## src/hw/rtl/lkv_pkg.sv

```systemverilog
// Shared types and codes for the key-value cache.
package lkv_pkg;

	localparam int KEY_W   = 32;
	localparam int VALUE_W = 32;
	localparam int STAMP_W = 64;
	localparam int ACT_W   = 5;

	localparam logic OP_ADD    = 1'b0;
	localparam logic OP_ACCESS = 1'b1;

	// Word address bit of the register file (one register at byte 0)
	localparam logic REG_ACTIVE = 1'b0;

	localparam logic [ACT_W-1:0]   ACTIVE_RESET = 5'd16;
	localparam logic [STAMP_W-1:0] STAMP_RESET  = 64'd1;

	typedef struct packed {
		logic [KEY_W-1:0]   key;
		logic [VALUE_W-1:0] value;
		logic [STAMP_W-1:0] stamp;
	} entry_t;

	typedef struct packed {
		logic match;
		logic free;
		logic oldest;
	} scan_flags_t;

endpackage

```

## src/hw/rtl/lru_key_value_cache.sv

```systemverilog
// Top level of the fully associative key-value cache with LRU replacement.
//
//  channel   | transfer when                         | payload
//  ----------+---------------------------------------+--------------------------
//  command   | start & !busy at rising edge          | opcode, key, value
//  result    | result_valid high for one cycle       | hit, read_value
//  config    | psel & penable & pwrite (pready = 1)  | paddr, pwdata -> prdata
//
// A command passes through the states idle (take the transfer), scan (n memory
// reads of the entry store, n = min(active_entries, ENTRIES), one read port, one
// entry a cycle), drain (the last read) and commit (write back). The result strobe
// follows in the next cycle, when busy is already low and a new command can be taken.
// With no active entries busy never rises; an access shows its miss in the next cycle.
// Reset clears all valid bits at once, sets the stamp counter to one and the
// active count to 16; the store itself needs no clearing pass.
// The receiver cannot stall: each result is shown for exactly one cycle.
module lru_key_value_cache
	import lkv_pkg::*;
#(
	parameter int ENTRIES = 16
) (
	input  logic               clk,
	input  logic               arst_n,
	// command channel
	input  logic               start,
	output logic               busy,
	input  logic               opcode,
	input  logic [KEY_W-1:0]   key,
	input  logic [VALUE_W-1:0] value,
	// result channel
	output logic               result_valid,
	output logic               hit,
	output logic [VALUE_W-1:0] read_value,
	// configuration port
	input  logic               psel,
	input  logic               penable,
	input  logic               pwrite,
	input  logic [2:0]         paddr,
	input  logic [31:0]        pwdata,
	output logic [31:0]        prdata,
	output logic               pready
);

	localparam int IDX_W = (ENTRIES > 1) ? $clog2(ENTRIES) : 1;
	localparam int CNT_W = $clog2(ENTRIES + 1);
	localparam int CMP_W = CNT_W + ACT_W;

	typedef enum logic [3:0] {
		ST_IDLE   = 4'b0001,
		ST_SCAN   = 4'b0010,
		ST_DRAIN  = 4'b0100,
		ST_COMMIT = 4'b1000
	} state_t;

	state_t state_q;

	logic [ACT_W-1:0]   active_q;
	logic [STAMP_W-1:0] stamp_q;
	logic [ENTRIES-1:0] valid_q;

	logic               op_q;
	logic [KEY_W-1:0]   key_q;
	logic [VALUE_W-1:0] value_q;

	logic [IDX_W-1:0]   ptr_q;
	logic               eval_s1;
	logic [IDX_W-1:0]   eval_idx_s1;
	logic               eval_valid_s1;

	logic               result_valid_q;
	logic               hit_q;
	logic [VALUE_W-1:0] read_value_q;

	// Live entry count: saturate the register to the store depth
	logic [CMP_W-1:0] act_wide;
	logic [CNT_W-1:0] live_n;
	logic             last_issue;
	logic             accept;
	logic             cfg_write;

	assign act_wide   = CMP_W'(active_q);
	assign live_n     = (act_wide > CMP_W'(ENTRIES)) ? CNT_W'(ENTRIES) : act_wide[CNT_W-1:0];
	assign last_issue = (CNT_W'(ptr_q) == (live_n - CNT_W'(1)));
	assign accept     = start && (state_q == ST_IDLE);
	assign cfg_write  = psel && penable && pwrite;

	// Entry store and scan tracker
	entry_t             rd_data;
	logic               mem_re;
	logic               mem_we;
	logic [IDX_W-1:0]   wr_idx;
	entry_t             wr_data;
	scan_flags_t        flags;
	logic [IDX_W-1:0]   match_idx;
	logic [VALUE_W-1:0] match_value;
	logic [IDX_W-1:0]   free_idx;
	logic [IDX_W-1:0]   oldest_idx;

	assign mem_re = (state_q == ST_SCAN);

	lkv_mem #(
		.ENTRIES (ENTRIES),
		.IDX_W   (IDX_W)
	) u_mem (
		.clk     (clk),
		.rd_en   (mem_re),
		.rd_addr (ptr_q),
		.rd_data (rd_data),
		.wr_en   (mem_we),
		.wr_addr (wr_idx),
		.wr_data (wr_data)
	);

	lkv_scan #(
		.IDX_W (IDX_W)
	) u_scan (
		.clk         (clk),
		.arst_n      (arst_n),
		.clear       (accept),
		.in_valid    (eval_s1),
		.in_idx      (eval_idx_s1),
		.ent_valid   (eval_valid_s1),
		.ent         (rd_data),
		.key         (key_q),
		.flags       (flags),
		.match_idx   (match_idx),
		.match_value (match_value),
		.free_idx    (free_idx),
		.oldest_idx  (oldest_idx)
	);

	// Write-back of an add: update a match, else fill the lowest free entry, else evict the oldest.
	// An access that hits rewrites its own entry with a fresh stamp.
	always_comb begin
		mem_we        = 1'b0;
		wr_idx        = oldest_idx;
		wr_data.key   = key_q;
		wr_data.value = value_q;
		wr_data.stamp = stamp_q;
		if (state_q == ST_COMMIT) begin
			if (op_q == OP_ADD) begin
				mem_we = 1'b1;
				if (flags.match) begin
					wr_idx = match_idx;
				end else if (flags.free) begin
					wr_idx = free_idx;
				end
			end else begin
				mem_we        = flags.match;
				wr_idx        = match_idx;
				wr_data.value = match_value;
			end
		end
	end

	// Sequencer
	always_ff @(posedge clk or negedge arst_n) begin
		if (!arst_n) begin
			state_q        <= ST_IDLE;
			ptr_q          <= '0;
			eval_s1        <= 1'b0;
			result_valid_q <= 1'b0;
			stamp_q        <= STAMP_RESET;
			valid_q        <= '0;
		end else begin
			result_valid_q <= 1'b0;
			eval_s1        <= 1'b0;
			unique case (state_q)
				ST_IDLE: begin
					if (accept) begin
						ptr_q <= '0;
						if (live_n != '0) begin
							state_q <= ST_SCAN;
						end else if (opcode == OP_ACCESS) begin
							// nothing in use: report a miss at once
							result_valid_q <= 1'b1;
						end
					end
				end
				ST_SCAN: begin
					eval_s1 <= 1'b1;
					ptr_q   <= ptr_q + IDX_W'(1);
					if (last_issue) begin
						state_q <= ST_DRAIN;
					end
				end
				ST_DRAIN: begin
					state_q <= ST_COMMIT;
				end
				ST_COMMIT: begin
					state_q <= ST_IDLE;
					if (op_q == OP_ACCESS) begin
						result_valid_q <= 1'b1;
					end
					if (mem_we) begin
						valid_q[wr_idx] <= 1'b1;
						stamp_q         <= stamp_q + STAMP_W'(1);
					end
				end
				default: begin
					state_q <= ST_IDLE;
				end
			endcase
		end
	end

	// Command latch, read tagging and result payload
	always_ff @(posedge clk) begin
		if (accept) begin
			op_q    <= opcode;
			key_q   <= key;
			value_q <= value;
			hit_q        <= 1'b0;
			read_value_q <= '0;
		end
		if (state_q == ST_SCAN) begin
			eval_idx_s1   <= ptr_q;
			eval_valid_s1 <= valid_q[ptr_q];
		end
		if (state_q == ST_COMMIT) begin
			hit_q        <= flags.match;
			read_value_q <= flags.match ? match_value : '0;
		end
	end

	// Configuration register
	always_ff @(posedge clk or negedge arst_n) begin
		if (!arst_n) begin
			active_q <= ACTIVE_RESET;
		end else if (cfg_write && (paddr[2] == REG_ACTIVE)) begin
			active_q <= pwdata[ACT_W-1:0];
		end
	end

	assign prdata = (paddr[2] == REG_ACTIVE) ? 32'(active_q) : '0;
	assign pready = 1'b1;

	assign busy         = (state_q != ST_IDLE);
	assign result_valid = result_valid_q;
	assign hit          = hit_q;
	assign read_value   = read_value_q;

	// A result leaves with the sequencer free to take the next command
	a_result_idle: assert property (@(posedge clk) disable iff (!arst_n)
		result_valid |-> !busy)
		else $error("result shown while busy");

	// The stamp moves by one, and only on a write-back
	a_stamp_step: assert property (@(posedge clk) disable iff (!arst_n)
		(stamp_q != $past(stamp_q)) |->
			((stamp_q == $past(stamp_q) + STAMP_W'(1)) && $past(state_q == ST_COMMIT)))
		else $error("stamp counter moved out of turn");

	// Busy rises only on a taken command
	a_busy_start: assert property (@(posedge clk) disable iff (!arst_n)
		$rose(busy) |-> $past(start))
		else $error("busy without command");

	// A written entry is valid afterwards
	a_write_valid: assert property (@(posedge clk) disable iff (!arst_n)
		mem_we |=> valid_q[$past(wr_idx)])
		else $error("written entry not marked valid");

endmodule

```

## src/hw/rtl/lkv_mem.sv

```systemverilog
// Entry store: one write port, one read port with registered read data.
module lkv_mem
	import lkv_pkg::*;
#(
	parameter int ENTRIES = 16,
	parameter int IDX_W   = 4
) (
	input  logic             clk,
	input  logic             rd_en,
	input  logic [IDX_W-1:0] rd_addr,
	output entry_t           rd_data,
	input  logic             wr_en,
	input  logic [IDX_W-1:0] wr_addr,
	input  entry_t           wr_data
);

	entry_t mem [ENTRIES];

	always_ff @(posedge clk) begin
		if (wr_en) begin
			mem[wr_addr] <= wr_data;
		end
	end

	always_ff @(posedge clk) begin
		if (rd_en) begin
			rd_data <= mem[rd_addr];
		end
	end

endmodule

```

## src/hw/rtl/lkv_scan.sv

```systemverilog
// Scan tracker: first match, first free entry and oldest valid entry.
module lkv_scan
	import lkv_pkg::*;
#(
	parameter int IDX_W = 4
) (
	input  logic               clk,
	input  logic               arst_n,
	input  logic               clear,
	input  logic               in_valid,
	input  logic [IDX_W-1:0]   in_idx,
	input  logic               ent_valid,
	input  entry_t             ent,
	input  logic [KEY_W-1:0]   key,
	output scan_flags_t        flags,
	output logic [IDX_W-1:0]   match_idx,
	output logic [VALUE_W-1:0] match_value,
	output logic [IDX_W-1:0]   free_idx,
	output logic [IDX_W-1:0]   oldest_idx
);

	scan_flags_t        flags_q;
	logic [IDX_W-1:0]   match_idx_q;
	logic [VALUE_W-1:0] match_value_q;
	logic [IDX_W-1:0]   free_idx_q;
	logic [IDX_W-1:0]   oldest_idx_q;
	logic [STAMP_W-1:0] oldest_stamp_q;

	logic hit_now;
	logic free_now;
	logic older_now;

	// Keep the lowest index on ties: only a strictly smaller stamp wins
	assign hit_now   = in_valid && ent_valid && (ent.key == key) && !flags_q.match;
	assign free_now  = in_valid && !ent_valid && !flags_q.free;
	assign older_now = in_valid && ent_valid &&
		(!flags_q.oldest || (ent.stamp < oldest_stamp_q));

	always_ff @(posedge clk or negedge arst_n) begin
		if (!arst_n) begin
			flags_q <= '0;
		end else if (clear) begin
			flags_q <= '0;
		end else begin
			if (hit_now) flags_q.match <= 1'b1;
			if (free_now) flags_q.free <= 1'b1;
			if (older_now) flags_q.oldest <= 1'b1;
		end
	end

	always_ff @(posedge clk) begin
		if (hit_now) begin
			match_idx_q   <= in_idx;
			match_value_q <= ent.value;
		end
		if (free_now) begin
			free_idx_q <= in_idx;
		end
		if (older_now) begin
			oldest_idx_q   <= in_idx;
			oldest_stamp_q <= ent.stamp;
		end
	end

	assign flags       = flags_q;
	assign match_idx   = match_idx_q;
	assign match_value = match_value_q;
	assign free_idx    = free_idx_q;
	assign oldest_idx  = oldest_idx_q;

endmodule
```

## config.mk

```make
export PLATFORM = sky130hd
export DESIGN_NAME = lru_key_value_cache
export DESIGN_NICKNAME = d
export VERILOG_FILES = /design/src/hw/rtl/lkv_pkg.sv /design/src/hw/rtl/lru_key_value_cache.sv /design/src/hw/rtl/lkv_mem.sv /design/src/hw/rtl/lkv_scan.sv
export SDC_FILE = /design/constraint.sdc
export NUM_CORES = 2
export LEC_CHECK = 0
export BUFFER_PORTS_ARGS = -buffer_cell sky130_fd_sc_hd__buf_2
export CORE_MARGIN = 2
export CORE_UTILIZATION = 40
export CTS_CLUSTER_SIZE = 24
export DETAILED_ROUTE_END_ITERATION = 6
export PLACE_DENSITY = 0.61
export SLEW_MARGIN = 15
export SYNTH_ARGS = -nofsm -noshare
export SYNTH_HDL_FRONTEND = slang
export SYNTH_SLANG_ARGS = --single-unit
```

## constraint.sdc

```tcl
create_clock -name clk -period 19.5 [get_ports clk]
set_input_delay 5.85 -clock clk [delete_from_list [all_inputs] [get_ports clk]]
set_output_delay 5.85 -clock clk [all_outputs]
set_load 0.005 [all_outputs]
```

==> results.ini <==
[cells_and_area]
layout.area.seq_um2=74200
most_common_cell_after_layout_fill_and_taps_aside=sky130_fd_sc_hd__edfxtp_1
multiInputGateArea_um2=19000
post_route_cells_drive_above_1_share_pct=29.2
fillers=19100
final_area_um2=107000
nets=4422
mostFrequentLayoutCells=sky130_fd_sc_hd__edfxtp_1, sky130_fd_sc_hd__mux4_2, sky130_fd_sc_hd__clkbuf_16, sky130_fd_sc_hd__buf_2, sky130_fd_sc_hd__dfrtp_1
syn_to_final_growth_pct=13.5

[placement]
port-buffer-count=116
estimated_wirelength_of_the_detail_placed_design_um=101000
gp_congestion=0.713
pre_cts_slack_ps=7440
area_after_dpl_um2=98700

[floorplanning]
fp-row-count=177
design.die.area_um2=239000
design.core.area_um2=233000
initial_utilization_pct=40.3
floorplan.io_pins=174
die_width_um=489
die_h_um=489

[global_routing]
grt_busiest_layer=met2
met3_usage_pct=2.39
grt_pass1_vias=43300
grt_pass1_wl_um=302000
grt_antenna_before_repair=3
grtUsageTotal_pct=17.4
use_met2_pct=28.4
globalRouteOverflowTotal=0
met1_usage_pct=25.0
grt_max_degree=158

[pwr]
power.static_leakage_uw=0.0345
power.density_cell_area_nw_per_um2=119
vdd_drop_max_mv=0.125

[yosys]
mappedNetlistArea_um2=94000
yosys.area.top_type_share_pct=76.2
ys_seq_elements=2485
synthCells=3973
netlist.top_cell.by_area=sky130_fd_sc_hd__edfxtp_1
ys_top_cells_by_area=sky130_fd_sc_hd__edfxtp_1, sky130_fd_sc_hd__mux4_2, sky130_fd_sc_hd__dfrtp_1
postSynth.topFlopCell=sky130_fd_sc_hd__edfxtp_1
synth.yosys.seq_area_share_pct=78.9
synth_area_per_cell_um2=23.7
yosysWarningCount=0
yosysUniqueCellTypes=54
synth_edf_count=2387
postSynth.asyncResetShare_pct=3.94

[critical_path]
timing.critical_path.from_type=primary input
crit_arrival_ps=6210
crit_end_element=primary output
critical_path_peak_fanout=6
setup.worst_path.class=primary input to primary output
cp_data_required_time_ps=13650

[clocking]
tritoncts_clock_tree=yes
cts_hold_buffers=0
cts_setup_buffers=0
clk-insertion-delay-late_ps=870
clock_tree.htree_level_count=4
root_buf_cell=sky130_fd_sc_hd__clkbuf_16
clock_tree_sinks=2485
cts_max_path_buffers=3
cts_repair_resize_count=0
cts-buffers-inserted=236
clk_pin_slew_ps=60

[timing]
grt_setup_unrepaired=no
final.setup_skew_ps=53.5
worstMarginPinSlew_ps=1140
slew_violations=0
final.setup.worst_slack_ps=7440
timing_hold_violations_final=0
upper_clock_frequency_limit_mhz=82.9
finalCritPeriodShare_pct=61.8
finalWorstPathRequiredPeriod_ps=12060
finalSetupTns_ps=0
timing.slew.headroom_pct=24.0
setup_viol=0

[route]
avg_vias_per_cell=5.50
detailroute.via_count=41800
drc=0
antenna_violating_nets_post_route=0
dr.first_iter.drc_count=4471
finalWirelength_um=207000
drt_pre_antenna_iters=7
routed_wire_length_per_instance_um=27.3

[worst_hold_path]
hold_path.class=flip-flop to flip-flop

[status]
run_status=complete, no violations

[run]
timing.max_cap.violations=0

[path summary, 6_finish.rpt]
check | start | end | slack, ps | depth (start not counted)
max | paddr[2] | prdata[2] | 7440 | 3
min | u_mem.rd_data[77] | u_scan.match_value[13] | 420 | 0
max reg2reg | u_scan.flags[2] | u_mem.mem[10][107] | 14350 | 7
min reg2reg | u_mem.rd_data[77] | u_scan.match_value[13] | 420 | 0
max in group asynchronous | arst_n | ptr_q[0] | 13330 | 2
min in group asynchronous | arst_n | stamp_q[6] | 4920 | 1
[area by class of cell]
class / count / share of cell area [%]
Sequential cell: 2485 / 69.5
Multi-Input combinational cell: 1254 / 17.8
Clock buffer: 292 / 5.90
Tap cell: 3132 / 3.67
Clock inverter: 156 / 1.60
Timing Repair Buffer: 201 / 1.22
Inverter: 71 / 0.259
Antenna cell: 1 / 0.00235
[state kept, by name, summed over array words and instances, names as in the netlist, 3 cells and up]
register and flops:
u_mem.rd_data 128, value_q 32, ptr_q 4, stamp_q 64, u_scan.free_idx 4, valid_q 16
key_q 32, u_scan.oldest_idx 4, eval_idx_s1 4, u_scan.oldest_stamp_q 64, active_q 5, read_value 32
u_scan.match_idx 4, state_q 4, u_mem.mem 2048, u_scan.flags 3, u_scan.match_value 32
[kinds of logic (layout without fill, tap and decap cells)]
logic type | count (synthesis) | count (layout) | share of synthesized area [%]
flops | 2485 | 2485 | 78.9
mux | 687 | 687 | 16.0
simple gates | 294 | 294 | 1.71
buf+inv | 260 | 720 | 1.17
xor+xnor | 101 | 101 | 0.941
compound gates | 77 | 77 | 0.471
fa+ha+maj | 67 | 67 | 0.892
other cells | 2 | 29 | 0.00799
[per-stage QoR]
stage | utilization [%] | hold WS (ps) | std cells | power, uW
2_1_floorplan | - | 400 | 3999 | 7670
6_report | 45.7 | 418 | 7592 | 12700
5_1_grt | 45.7 | 422 | 7592 | 13200
3_5_place_dp | 42.3 | 405 | 7143 | 8180
3_3_place_gp | 42.3 | 402 | 7142 | 8160
4_1_cts | 45.7 | 419 | 7591 | 12800
[critical path, cell delays in order]
cell                      delay, ps
sky130_fd_sc_hd__buf_2          130
sky130_fd_sc_hd__nor2b_1        110
sky130_fd_sc_hd__buf_2          120
[report_power, final]
part / leakage [uW] / switching, uW / internal [uW]
sequential: 0.0238 / 171 / 6140
clock: 0.00392 / 1980 / 2690
combinational: 0.00672 / 856 / 858
[cells in the mapped netlist (all sizes together), types with 22 or more instances]
master  count
edfxtp   2387
mux4      645
clkbuf    104
dfrtp      95
buf        85
inv        71
ha         67
nand2      61
xnor2      54
xor2       47
nor2       46
mux2       39
and3       38
a21oi      36
nand3      36
nand4      25
o21ai      22
[metal layers]
metal  share of wire, %  up-vias
met5                  0        -
met4                1.7        0
met3                5.6      260
met2                 49     1328
met1                 44    22900
li1                   -    17300
No activity file was read; power rests on OpenSTA's default activity.
